<file path="config.mk">
export PLATFORM = sky130hd
export DESIGN_NAME = audio_frame_peak_and_stuck_monitor_core
export DESIGN_NICKNAME = d
export VERILOG_FILES = /design/src/hdl/afpsm_pkg.sv /design/src/hdl/audio_frame_peak_and_stuck_monitor_core.sv
export SDC_FILE = /design/constraint.sdc
export NUM_CORES = 1
export LEC_CHECK = 0
export BUFFER_PORTS_ARGS = -buffer_cell sky130_fd_sc_hd__buf_4
export CAP_MARGIN = 10
export CORE_MARGIN = 2
export CORE_UTILIZATION = 61
export CTS_BUF_LIST = sky130_fd_sc_hd__clkbuf_8
export CTS_CLUSTER_DIAMETER = 60
export DETAILED_ROUTE_END_ITERATION = 16
export HOLD_SLACK_MARGIN = 0.1
export PLACE_DENSITY_LB_ADDON = 0.05
export SYNTH_ARGS = -nofsm -noshare
export SYNTH_HDL_FRONTEND = slang
export SYNTH_SLANG_ARGS = --single-unit
</file>
<file path="constraint.sdc">
create_clock -name clk -period 4.6 [get_ports clk]
set_clock_uncertainty 0.1 [all_clocks]
set_input_delay 0.23 -clock clk [delete_from_list [all_inputs] [get_ports clk]]
set_output_delay 0.23 -clock clk [all_outputs]
set_load 0.05 [all_outputs]
</file>
<file path="src/hdl/afpsm_pkg.sv">
// Shared types, codes and constants for the audio frame peak and stuck monitor.
`default_nettype none

package afpsm_pkg;

	localparam int SampleW   = 16;
	localparam int PeakW     = 15;
	localparam int LevelW    = 8;
	localparam int FrameNumW = 32;
	localparam int VerdictW  = 2;
	localparam int RfLimitW  = 8;
	localparam int CfLimitW  = 16;
	localparam int CfgDataW  = 16;
	localparam int CfgIdxW   = 1;
	localparam int LevelShift = 7;

	// Output word: restart, frame_number, peak, level, packed from bit 0 up.
	localparam int OutDataW = 1 + FrameNumW + PeakW + LevelW;

	localparam logic [RfLimitW-1:0] RfLimitReset = RfLimitW'(3);
	localparam logic [CfLimitW-1:0] CfLimitReset = CfLimitW'(8);

	localparam logic [PeakW-1:0]   PeakMax  = {PeakW{1'b1}};
	localparam logic [SampleW-1:0] MostNeg  = {1'b1, {(SampleW-1){1'b0}}};

	typedef logic [VerdictW-1:0] verdict_t;
	localparam verdict_t VerdictAccepted = 2'd0;
	localparam verdict_t VerdictConstant = 2'd1;
	localparam verdict_t VerdictReadFail = 2'd2;

	typedef logic [CfgIdxW-1:0] cfg_idx_t;
	localparam cfg_idx_t CfgReadFailLimit     = 1'd0;
	localparam cfg_idx_t CfgConstantFrameLimit = 1'd1;

	// Magnitude of a signed sample, most negative value saturated.
	function automatic logic [PeakW-1:0] magnitude(input logic [SampleW-1:0] raw);
		logic [SampleW-1:0] neg;
		begin
			neg = (~raw) + SampleW'(1);
			if (!raw[SampleW-1])
				magnitude = raw[PeakW-1:0];
			else if (raw == MostNeg)
				magnitude = PeakMax;
			else
				magnitude = neg[PeakW-1:0];
		end
	endfunction

endpackage

`default_nettype wire

</file>
<file path="src/hdl/audio_frame_peak_and_stuck_monitor_core.sv">
// Top level of the audio frame peak and stuck monitor.
// Usage:
//   Input stream (s_axis_*): one word per microphone sample. tdata is the
//   signed 16-bit sample, tlast marks the final sample of a frame, tuser set
//   means a read error (sample and tlast ignored, partial frame dropped).
//   Output stream (m_axis_*): one word per completed frame or read error.
//   tuser carries the verdict (accepted, constant, read failed); tdata packs
//   restart, frame_number, peak and level. Samples inside a frame give no word.
//   Config port: cfg_we/cfg_index/cfg_data write the read-fail limit (index 0)
//   and the constant-frame limit (index 1); write only while the block is idle.
// Timing:
//   A word accepted from s_axis sits in the input register; its result
//   is then loaded into the output register, which drives m_axis_tvalid.
//   Throughput is one word per cycle unless the output stalls; the per-frame
//   state update (compare, max, counters) fits between the two registers.
// Reset (arst_n low): both stages empty, frame state cleared, counters and
//   frame number zero, limits back to 3 and 8.
// Stall: with m_axis_tready low the result is held; the input register keeps
//   taking words that close no frame, and s_axis_tready drops once it holds a
//   word that must produce a result while the output register is still full.
`default_nettype none

module audio_frame_peak_and_stuck_monitor_core (
	input  wire logic clk,
	input  wire logic arst_n,

	input  wire logic                                  s_axis_tvalid,
	output logic                                       s_axis_tready,
	input  wire logic [afpsm_pkg::SampleW-1:0]         s_axis_tdata,  // [15:0] sample
	input  wire logic                                  s_axis_tlast,  // last_in_frame
	input  wire logic                                  s_axis_tuser,  // [0] read_error

	output logic                                       m_axis_tvalid,
	input  wire logic                                  m_axis_tready,
	// [0] restart, [32:1] frame_number, [47:33] peak, [55:48] level
	output logic [afpsm_pkg::OutDataW-1:0]             m_axis_tdata,
	output logic [afpsm_pkg::VerdictW-1:0]             m_axis_tuser,  // [1:0] verdict

	input  wire logic                                  cfg_we,
	input  wire logic [afpsm_pkg::CfgIdxW-1:0]         cfg_index,
	input  wire logic [afpsm_pkg::CfgDataW-1:0]        cfg_data
);

	// Input stage
	logic                              valid_s1;
	logic [afpsm_pkg::SampleW-1:0]     sample_s1;
	logic                              last_s1;
	logic                              err_s1;

	// Configuration
	logic [afpsm_pkg::RfLimitW-1:0]    rf_limit_q;
	logic [afpsm_pkg::CfLimitW-1:0]    cf_limit_q;

	// Frame and run state
	logic [afpsm_pkg::PeakW-1:0]       peak_q;
	logic [afpsm_pkg::SampleW-1:0]     first_q;
	logic                              all_eq_q;
	logic                              started_q;
	logic [afpsm_pkg::RfLimitW-1:0]    rf_cnt_q;
	logic [afpsm_pkg::CfLimitW-1:0]    cf_cnt_q;
	logic [afpsm_pkg::FrameNumW-1:0]   frame_num_q;

	// Next-state logic
	logic [afpsm_pkg::PeakW-1:0]       mag;
	logic [afpsm_pkg::PeakW-1:0]       peak_new;
	logic                              all_eq_new;
	logic [afpsm_pkg::RfLimitW-1:0]    rf_inc;
	logic [afpsm_pkg::CfLimitW-1:0]    cf_inc;
	logic                              rf_hit;
	logic                              cf_hit;
	logic                              has_result;
	logic                              out_free;
	logic                              consume;
	logic                              restart;
	afpsm_pkg::verdict_t               verdict;

	assign mag        = afpsm_pkg::magnitude(sample_s1);
	assign peak_new   = (!started_q || mag > peak_q) ? mag : peak_q;
	assign all_eq_new = !started_q || (all_eq_q && sample_s1 == first_q);
	assign rf_inc     = rf_cnt_q + afpsm_pkg::RfLimitW'(1);
	assign cf_inc     = cf_cnt_q + afpsm_pkg::CfLimitW'(1);
	assign rf_hit     = rf_inc >= rf_limit_q;
	assign cf_hit     = cf_inc >= cf_limit_q;

	assign has_result = err_s1 || last_s1;
	assign out_free   = !m_axis_tvalid || m_axis_tready;
	assign consume    = valid_s1 && (!has_result || out_free);
	assign s_axis_tready = !valid_s1 || consume;

	always_comb begin
		if (err_s1) begin
			verdict = afpsm_pkg::VerdictReadFail;
			restart = rf_hit;
		end else if (all_eq_new) begin
			verdict = afpsm_pkg::VerdictConstant;
			restart = cf_hit;
		end else begin
			verdict = afpsm_pkg::VerdictAccepted;
			restart = 1'b0;
		end
	end

	// Input register
	always_ff @(posedge clk or negedge arst_n) begin
		if (!arst_n) begin
			valid_s1 <= 1'b0;
		end else if (s_axis_tready) begin
			valid_s1 <= s_axis_tvalid;
		end
	end

	always_ff @(posedge clk) begin
		if (s_axis_tready && s_axis_tvalid) begin
			sample_s1 <= s_axis_tdata;
			last_s1   <= s_axis_tlast;
			err_s1    <= s_axis_tuser;
		end
	end

	// Configuration registers
	always_ff @(posedge clk or negedge arst_n) begin
		if (!arst_n) begin
			rf_limit_q <= afpsm_pkg::RfLimitReset;
			cf_limit_q <= afpsm_pkg::CfLimitReset;
		end else if (cfg_we) begin
			case (cfg_index)
				afpsm_pkg::CfgReadFailLimit:
					rf_limit_q <= cfg_data[afpsm_pkg::RfLimitW-1:0];
				afpsm_pkg::CfgConstantFrameLimit:
					cf_limit_q <= cfg_data[afpsm_pkg::CfLimitW-1:0];
				default: ;
			endcase
		end
	end

	// Frame and run state update
	always_ff @(posedge clk or negedge arst_n) begin
		if (!arst_n) begin
			peak_q      <= '0;
			first_q     <= '0;
			all_eq_q    <= 1'b1;
			started_q   <= 1'b0;
			rf_cnt_q    <= '0;
			cf_cnt_q    <= '0;
			frame_num_q <= '0;
		end else if (consume) begin
			if (err_s1 || last_s1) begin
				// frame over either way: drop or close it
				peak_q    <= '0;
				first_q   <= '0;
				all_eq_q  <= 1'b1;
				started_q <= 1'b0;
			end else begin
				peak_q    <= peak_new;
				all_eq_q  <= all_eq_new;
				started_q <= 1'b1;
				if (!started_q)
					first_q <= sample_s1;
			end

			if (err_s1) begin
				rf_cnt_q <= rf_hit ? '0 : rf_inc;
			end else if (last_s1) begin
				rf_cnt_q    <= '0;
				frame_num_q <= frame_num_q + afpsm_pkg::FrameNumW'(1);
				if (all_eq_new)
					cf_cnt_q <= cf_hit ? '0 : cf_inc;
				else
					cf_cnt_q <= '0;
			end
		end
	end

	// Output register
	always_ff @(posedge clk or negedge arst_n) begin
		if (!arst_n) begin
			m_axis_tvalid <= 1'b0;
		end else if (out_free) begin
			m_axis_tvalid <= consume && has_result;
		end
	end

	always_ff @(posedge clk) begin
		if (consume && has_result) begin
			m_axis_tuser <= verdict;
			if (err_s1)
				m_axis_tdata <= {{(afpsm_pkg::OutDataW-1){1'b0}}, restart};
			else
				m_axis_tdata <= {peak_new[afpsm_pkg::PeakW-1:afpsm_pkg::LevelShift],
					peak_new, frame_num_q, restart};
		end
	end

endmodule

`default_nettype wire
</file>
==> results of run 1 <==
==> Yosys cell counts, drive strengths merged (2+ instances only) <==
master / n
a211oi: 9
a21o: 9
a21oi: 36
a221oi: 2
a22o: 37
a311oi: 7
a31o: 4
a31oi: 6
a32o: 7
and2: 5
and3: 11
and4: 3
buf: 15
clkbuf: 30
dfrtp: 111
dfstp: 4
edfxtp: 68
ha: 43
inv: 52
mux2: 18
nand2: 62
nand2b: 4
nand3: 35
nand4: 17
nand4b: 3
nor2: 50
nor2b: 31
nor3: 13
nor4: 5
o21ai: 25
o31ai: 9
or2: 3
or3: 7
xnor2: 54
xor2: 20
==> area by class of cell <==
type / count / area share [%]
multi-input combinational: 545 / 35.6
sequential: 183 / 45.7
tap: 184 / 2.14
timing repair buffer: 146 / 11.1
inverter: 53 / 1.85
clock buffer: 18 / 2.30
clock inverter: 14 / 1.37
==> routing by layer <==
layer,routed length [um],global-route usage [%],part of all wire (%),vias up
met3,1220,6.37,6.3,26
met5,0,0,0,-
met1,8800,36.2,45,3253
li1,-,-,-,3177
met4,249,5.95,1.3,0
met2,9160,39.7,47,218
==> sequential cells by signal, indices dropped and copies added (netlist names) <==
| name | count |
|---|---|
| valid_s1 | 1 |
| frame_num_q | 32 |
| sample_s1 | 16 |
| peak_q | 15 |
| all_eq_q | 1 |
| cf_cnt_q | 16 |
| rf_limit_q | 8 |
| m_axis_tdata | 48 |
| m_axis_tuser | 2 |
| cf_limit_q | 16 |
| rf_cnt_q | 8 |
| m_axis_tvalid | 1 |
| started_q | 1 |
| last_s1 | 1 |
| first_q | 16 |
| err_s1 | 1 |
==> layout by cell type, fill, tap and decap left out, types with 7 or more instances in the layout <==
master / instances
a211oi_1: 9
a21o_1: 9
a21oi_1: 34
a22o_1: 37
a311oi_1: 7
a32o_1: 7
and3_1: 11
buf_4: 108
clkbuf_8: 18
dfrtp_1: 111
dlygate4sd3_1: 38
edfxtp_1: 68
ha_1: 43
inv_1: 51
mux2_2: 18
nand2_1: 55
nand2_2: 7
nand3_1: 35
nand4_1: 17
nor2_1: 50
nor2b_1: 31
nor3_1: 12
o21ai_0: 16
o21ai_1: 8
o31ai_1: 9
or3_1: 7
xnor2_1: 54
xor2_1: 20
==> what timing repair did <==
item                       4_1_cts  5_1_grt
setup buffers                    0        0
gates resized for setup          0        1
setup endpoints to repair        0       15
hold buffers                    38        0
hold endpoints to repair       118        0
==> logic make-up after synthesis <==
group                      synth area share, %
AOI/OAI and AO/OA                         12.3
xor gates and xnor gates                  7.07
adders and majority gates                 5.87
buffers and inverters                     4.55
DFF                                       53.7
muxes                                     2.32
and+or+nand+nor                           14.2
==> power breakdown <==
part / switching (mW) / internal (mW)
clock: 0.585 / 0.500
combinational: 0.622 / 0.397
sequential: 0.163 / 1.88
==> tightest hold or removal path, cell delays in order <==
cell and delay, ns:
buf_4 0.08, nor2b_1 0.15, o21ai_0 0.18
==> worst paths after layout <==
path                            slack, ns               end            start
worst max-delay path                 0.28  m_axis_tdata[38]     sample_s1[2]
worst min-delay path                 0.13     rf_limit_q[4]        cfg_index
worst max register to register       0.28  m_axis_tdata[38]     sample_s1[2]
worst min register to register       0.38   frame_num_q[31]  frame_num_q[31]
max in group asynchronous            2.91     rf_limit_q[0]           arst_n
min in group asynchronous            0.35        peak_q[10]           arst_n
==> through the flow <==
stage,util (%),cells
floorplan,-,826
CTS,73.7,1142
finish,73.8,1143
global route,73.8,1143
global placement,68.4,1072
detailed placement,68.4,1072
==> impl_metrics.ini, run 1 <==
[sta]
postLayoutSetupSlackWorst_ns = 0.281
fin_crit_ns = 4.32
tightest_slew_ns = 1.18
fmax_mhz = 232
finalSetupViolCount = 0
rsz0062_at_grt = no
final_hold_viol_count = 0
tns_ns = 0
slew-limit-headroom_pct = 20.7
slew_violations = 0
period_share_pct = 93.9
hold_slack_ns = 0.129

[critical_path]
reg2reg_depth = 11
start_kind = flip-flop
end_kind = flip-flop
crit_buf_inv = 1
cpPeakStageDelay_ns = 0.74
path_cells = nor4_4 > nand4b_1 > or4_1 > a21oi_2 > ha_1 > and4_1 > a221oi_1 > a22o_1 > buf_4 > a21oi_1 > a311oi_1
crit_path_top_delay_cell = or4_1
cp.arrival_ns = 4.50
critPathKind = flip-flop to flip-flop
crit_family = simple AND/OR/NAND/NOR gates
cp.depth = 11
required_ns = 4.78
crit_fanout = 24

[routing]
vias_per_cell = 5.84
vias = 6674
drt-initial-drc-count = 540
drc = 0
drtAntennaViolNets = 0
drt-total-wl_um = 19400
routedWlPerCell_um = 17.0
dr.pass1.iters = 5

[logic_synthesis]
netlist_top_cells_area = dfrtp_1, edfxtp_1, ha_1
synthesis.area_mm2 = 0.00917
synth.distinct_cells = 59
async_reset_ff_share_pct = 62.8
ys.warnings.count = 0
synth-edff-count = 68
ys_ff_latch = 183
synth_top_area_share_pct = 30.3
avgSynthCellArea_um2 = 11.1
netlist.top_cell.by_area = dfrtp_1
ys.flop_type = dfrtp_1
syn_nets = 909
seq_area_frac_synth_pct = 53.7
postSynthCellCount = 826

[grt]
overflow = 0
antenna_found_initial = 0
grt_pass1_wl_um = 32500
track_usage_pct = 25.4
grt_pass1_vias = 6560
grt_max_degree = 76

[clock_network]
clk-insertion-delay-late_ns = 0.46
cts_htree_levels = 4
clk_pin_slew_worst_paths_ns = 0.10
cts_tree = built
cts_num_sinks = 183
cts_buffers = 17
clockBufferDepth = 2
clockRootBuffer = clkbuf_8

[finish]
final_area_mm2 = 0.0108
syn_to_final_growth_pct = 17.5
layout-drive-gt1-share_pct = 18.7
multiInputGateArea_mm2 = 0.00383
fin_nets = 1029
num-fill-cells = 992
ff_latch_area_mm2 = 0.00492
diodes = 0

[floorplan]
initial_core_util_pct = 62.8
die_w_um = 127
core_area_mm2 = 0.0146
dieArea_mm2 = 0.0160
die_h_um = 127
row_count = 44
ios = 100

[power]
p_per_area_mw_per_mm2 = 385
peakVddDrop_v = 0.000326
p_leak_nw = 4.73
p_total_mw = 4.15

[placed_design]
dp_slack_ns = 0.320
dp_hpwl_um = 13300
dpl_cell_area_mm2 = 0.00998
io_buffers = 99
place.gp.congestion = 0.877

[worst_hold_path]
hold_class = primary input to flip-flop
hold_path_depth = 3

[flow_run]
drv_cap = 0

[status]
outcome = completed
(Power assumes the default switching activity.)
==> inputs of run 2 (changes only) <==
- clock period: 4.6 -> 4.1 ns (I/O delays scaled with it)
==> run 2 against run 1 <==
- die area stayed put
- hold slack better by 0.098 ns
- utilization is 1.9 points higher
- sequential power is 12% higher
- highest routed layer unchanged
- routed wire length is 5.1% higher
- register-to-register slack worse by 0.11 ns
- global-route usage is 1.2 points higher
- count of clock-buffer cells in the layout stayed put
- non-clock buffer count is 31 higher
- critical endpoint is now m_axis_tdata[35]
==> impl_metrics.ini, run 2 (same netlist as run 1, synthesis figures left out) <==
[sta]
fmax_mhz = 254
tightest_slew_ns = 1.08
finalSetupViolCount = 0
period_share_pct = 95.9
final_hold_viol_count = 0
slew-limit-headroom_pct = 27.5
hold_slack_ns = 0.228
fin_crit_ns = 3.93
slew_violations = 0

[routing]
dr.pass1.iters = 5
drc = 0
drt-total-wl_um = 20400
drt-initial-drc-count = 674
routedWlPerCell_um = 17.4
vias = 6847
drtAntennaViolNets = 0
vias_per_cell = 5.83

[status]
outcome = completed

[grt]
grt_pass1_wl_um = 33900
track_usage_pct = 26.6
overflow = 0
grt_pass1_vias = 6732
grt_max_degree = 57
antenna_found_initial = 0

[power]
pwr-share-clk_pct = 25.4
p_int_mw = 3.10
p_comb_share_pct = 25.8
p_per_area_mw_per_mm2 = 424
swShare_pct = 33.8
peakVddDrop_v = 0.000321
p_sw_mw = 1.58
p_total_mw = 4.68
p_leak_nw = 4.86
seqPwrFrac_pct = 48.8

[finish]
layout_commonest_cell = buf_4
largest_reg_flops = 48
diodes = 0
final_area_mm2 = 0.0110
reg_top3 = m_axis_tdata (48), frame_num_q (32)
syn_to_final_growth_pct = 20.6
layout_common_cells = buf_4, dfrtp_1, edfxtp_1
fin_nets = 1060
regMostFlops = m_axis_tdata
layout-drive-gt1-share_pct = 20.4

[critical_path]
crit_buf_inv = 2
cpPeakStageDelay_ns = 0.52
cp.arrival_ns = 4.11
path_cells = nor4_4 > buf_4 > and4_1 > a21oi_1 > mux2i_1 > ha_1 > a21oi_1 > nand2_1 > a221oi_1 > a22o_1 > buf_6 > a21oi_1 > a311oi_2
reg2reg_from = sample_s1[4]
crit_path_top_delay_cell = edfxtp_1
critPathLaunch = sample_s1[4]
required_ns = 4.28
crit_family = compound AO/OA/AOI/OAI gates
start_kind = flip-flop
crit_fanout = 24
crit_top_cell = a21oi_1
critPathKind = flip-flop to flip-flop
end_kind = flip-flop

[worst_hold_path]
hold_class = primary input to flip-flop
min_from = cfg_index

[placed_design]
dpl_cell_area_mm2 = 0.0101
io_buffers = 99
place.gp.congestion = 0.880
dp_hpwl_um = 13500

[clock_network]
cts_tree = built
cts_num_sinks = 183
clockBufferDepth = 2
clockRootBuffer = clkbuf_8
postCtsSetupRepairBufs = 0
cts_htree_levels = 4
clk_pin_slew_worst_paths_ns = 0.10
clk-insertion-delay-late_ns = 0.47
cts_buffers = 17

[floorplan]
ios = 100
row_count = 44
initial_core_util_pct = 62.8
dieArea_mm2 = 0.0160
core_area_mm2 = 0.0146
die_h_um = 127
die_w_um = 127

[flow_run]
drv_cap = 0
run 2: cell types whose count changed in the layout (fill, tap and decap cells not counted), sizes merged:
cell,change
inv,+2
bufinv,-1
dlygate4sd3,+13
clkinvlp,-1
buf,+18
run 2: power by group through the flow:
stage	combinational, mW	sequential, mW	clock (mW)
2_1_floorplan	0.643	2.45	0
3_3_place_gp	1.10	2.31	0
3_5_place_dp	1.14	2.32	0
4_1_cts	1.19	2.28	1.21
5_1_grt	1.32	2.32	1.28
6_report	1.21	2.28	1.19
run 2: metal layers:
metal	vias to the layer above	global-route usage [%]	wire [um]
met5	-	0	0
met4	0	8.99	444
met3	35	4.68	1100
met2	224	42.3	9640
met1	3342	37.4	9230
li1	3246	-	-
run 2: through the flow:
stage               utilization (%)  worst slack (ns)  std cells  TNS [ns]
finish                         75.7             0.169       1174         0
global route                   75.7           -0.0285       1174   -0.0285
CTS                            75.6            0.0218       1174         0
detailed placement             69.4           -0.0499       1091    -0.607
global placement               69.4             0.109       1091         0
floorplan                         -             0.303        826         0
run 2: path summary, 6_finish.rpt:
path | slack (ns) | cells after the start | endpoint
max reg2reg | 0.17 | 13 | m_axis_tdata[35]
max in group asynchronous | 2.73 | 3 | m_axis_tvalid
min in group asynchronous | 0.24 | 2 | peak_q[4]
min reg2reg | 0.37 | 1 | frame_num_q[31]
max | 0.17 | 13 | m_axis_tdata[35]
min | 0.23 | 3 | rf_limit_q[0]
run 2: worst reg2reg max path: cells and delay by family, from the launching register on:
family / cells / cell delay (ns)
AO/OA/AOI/OAI: 6 / 1.36
AND/OR/NAND/NOR: 3 / 0.71
flip-flops: 1 / 0.52
buffers and inverters: 2 / 0.44
adder cells (fa/ha/maj): 1 / 0.33
multiplexers: 1 / 0.28
run 2: layout make-up:
cell class / count / area, um^2
Inverter: 53 / 199
Clock buffer: 18 / 248
Tap cell: 184 / 230
Timing Repair Buffer: 177 / 1460
Fill cell: 973 / 3540
Sequential cell: 183 / 4920
Multi-Input combinational cell: 545 / 3850
Clock inverter: 14 / 139
run 2: repair_timing:
action	in CTS	in global routing
resized for setup	1	5
endpoints found under the hold margin	95	0
pin swaps	0	1
hold buffers	51	0
endpoints found under the setup margin	15	10
==> inputs of run 3 (changes only) <==
- CORE_MARGIN: 2 -> unset
==> run 3 against run 2 <==
- sequential power hardly changed
- first-iteration DRC count is 15% lower
- critical path type unchanged
- largest cell class unchanged
- power is 1.3% lower
- largest power group unchanged
==> impl_metrics.ini, run 3 (same netlist as run 1, synthesis figures left out) <==
[power]
p_leak_nw = 4.85
peakVddDrop_v = 0.000257
p_per_area_mw_per_mm2 = 419

[routing]
drt-total-wl_um = 19400
vias = 6767
vias_per_cell = 5.76
dr.pass1.iters = 5
drc = 0
drtAntennaViolNets = 0
drt-initial-drc-count = 575
routedWlPerCell_um = 16.5

[finish]
layout-drive-gt1-share_pct = 20.4
layout_common_cells = buf_4, dfrtp_1, edfxtp_1
layout_commonest_cell = buf_4
syn_to_final_growth_pct = 20.3
largest_reg_flops = 48
ff_latch_area_mm2 = 0.00492
regMostFlops = m_axis_tdata
num-fill-cells = 950
diodes = 0
reg_top3 = m_axis_tdata (48), frame_num_q (32)
multiInputGateArea_mm2 = 0.00384
fin_nets = 1060

[floorplan]
die_w_um = 125
dieArea_mm2 = 0.0155
core_area_mm2 = 0.0146
ios = 100
die_h_um = 125
row_count = 44
initial_core_util_pct = 62.8

[grt]
overflow = 0
grt_pass1_vias = 6586
grt_max_degree = 76
track_usage_pct = 26.0
antenna_found_initial = 0
grt_pass1_wl_um = 32400

[sta]
slew_violations = 0
fin_crit_ns = 3.84
tightest_slew_ns = 1.22
postLayoutSetupSlackWorst_ns = 0.265
fmax_mhz = 261
final_hold_viol_count = 0
period_share_pct = 93.5
tns_ns = 0
finalSetupViolCount = 0
rsz0062_at_grt = no
slew-limit-headroom_pct = 18.6

[critical_path]
reg2reg_from = sample_s1[6]
crit_fanout = 24
reg2reg_depth = 14
end_kind = flip-flop
critPathKind = flip-flop to flip-flop
crit_path_top_delay_cell = or4_4
cpPeakStageDelay_ns = 0.54
cp.arrival_ns = 4.00
crit_family = compound AO/OA/AOI/OAI gates
path_cells = nor4_2 > buf_4 > nand4b_1 > or4_4 > buf_4 > nand2_2 > ha_1 > a21oi_1 > o21ai_0 > a221oi_2 > a22o_1 > buf_6 > a21oi_1 > a311oi_2
crit_buf_inv = 3
start_kind = flip-flop
rr_endpoint = m_axis_tdata[39]
r2r_slack_ns = 0.26
required_ns = 4.27

[worst_hold_path]
hold_class = primary input to flip-flop
min_from = cfg_we
hold_path_depth = 4
hold_end = rf_limit_q[1]

[clock_network]
cts_num_sinks = 183
clk_pin_slew_worst_paths_ns = 0.10
cts_htree_levels = 4
postCtsSetupRepairBufs = 0
clockRootBuffer = clkbuf_8
cts_tree = built
cts_buffers = 17
clockBufferDepth = 2
clk-insertion-delay-late_ns = 0.46

[status]
outcome = completed

[flow_run]
drv_cap = 0

[placed_design]
dp_hpwl_um = 13100
place.gp.congestion = 0.944
dp_slack_ns = 0.0506
io_buffers = 99
[run 3: worst max-delay path by stage]
stage	endpoint	cells past startpoint	start	slack, ns
floorplan	peak_q[13]	13	sample_s1[2]	0.30
global placement	peak_q[11]	13	sample_s1[6]	0.14
detailed placement	m_axis_tdata[39]	14	sample_s1[6]	0.05
CTS	peak_q[1]	13	sample_s1[6]	0.003
global route	m_axis_tdata[48]	14	sample_s1[6]	0.03
finish	m_axis_tdata[39]	14	sample_s1[6]	0.26
[run 3: final cells by class]
class                   instances  share of cell area (%)
well taps                     184                    2.09
repair buffers                177                    13.2
clock inverters                15                    1.20
multi-input cells             545                    34.9
clock buffers                  17                    2.12
flip-flops and latches        183                    44.7
inverters                      53                    1.80
[run 3: per-layer routing]
layer	vias to the layer above	track usage (%)	share of wire (%)
li1	3240	-	-
met1	3258	38.3	47
met2	244	39.1	46
met3	25	4.12	5.6
met4	0	9.21	1.7
met5	-	0	0
[run 3: report_power, final]
part	leakage [nW]	internal, mW	total, mW	switching [mW]
sequential	2.16	2.11	2.28	0.174
clock	0.178	0.444	1.14	0.696
combinational	2.51	0.477	1.20	0.721
[run 3: timing repair]
item	CTS	global route
hold buffers	50	0
endpoints found under the setup margin	0	24
endpoints found under the hold margin	118	0
gates resized for setup	0	5
[run 3: stage by stage]
stage	hold slack, ns	cells	total power, mW	utilization (%)	area (um^2)
final	0.236	1174	4.62	75.5	11000
after CTS	0.193	1174	4.62	75.4	11000
after floorplan	-0.191	826	3.09	-	9170
after global routing	0.227	1174	4.85	75.5	11000
after detailed placement	0.284	1092	3.45	69.4	10100
after global placement	0.283	1092	3.41	69.4	10100
[run 3: worst reg2reg max path, cell delays in order, from the launching register on]
cell	delay [ns]
edfxtp_1	0.42
nor4_2	0.32
buf_4	0.19
nand4b_1	0.10
or4_4	0.54
buf_4	0.20
nand2_2	0.09
ha_1	0.24
a21oi_1	0.15
o21ai_0	0.12
a221oi_2	0.28
a22o_1	0.24
buf_6	0.22
a21oi_1	0.11
a311oi_2	0.33
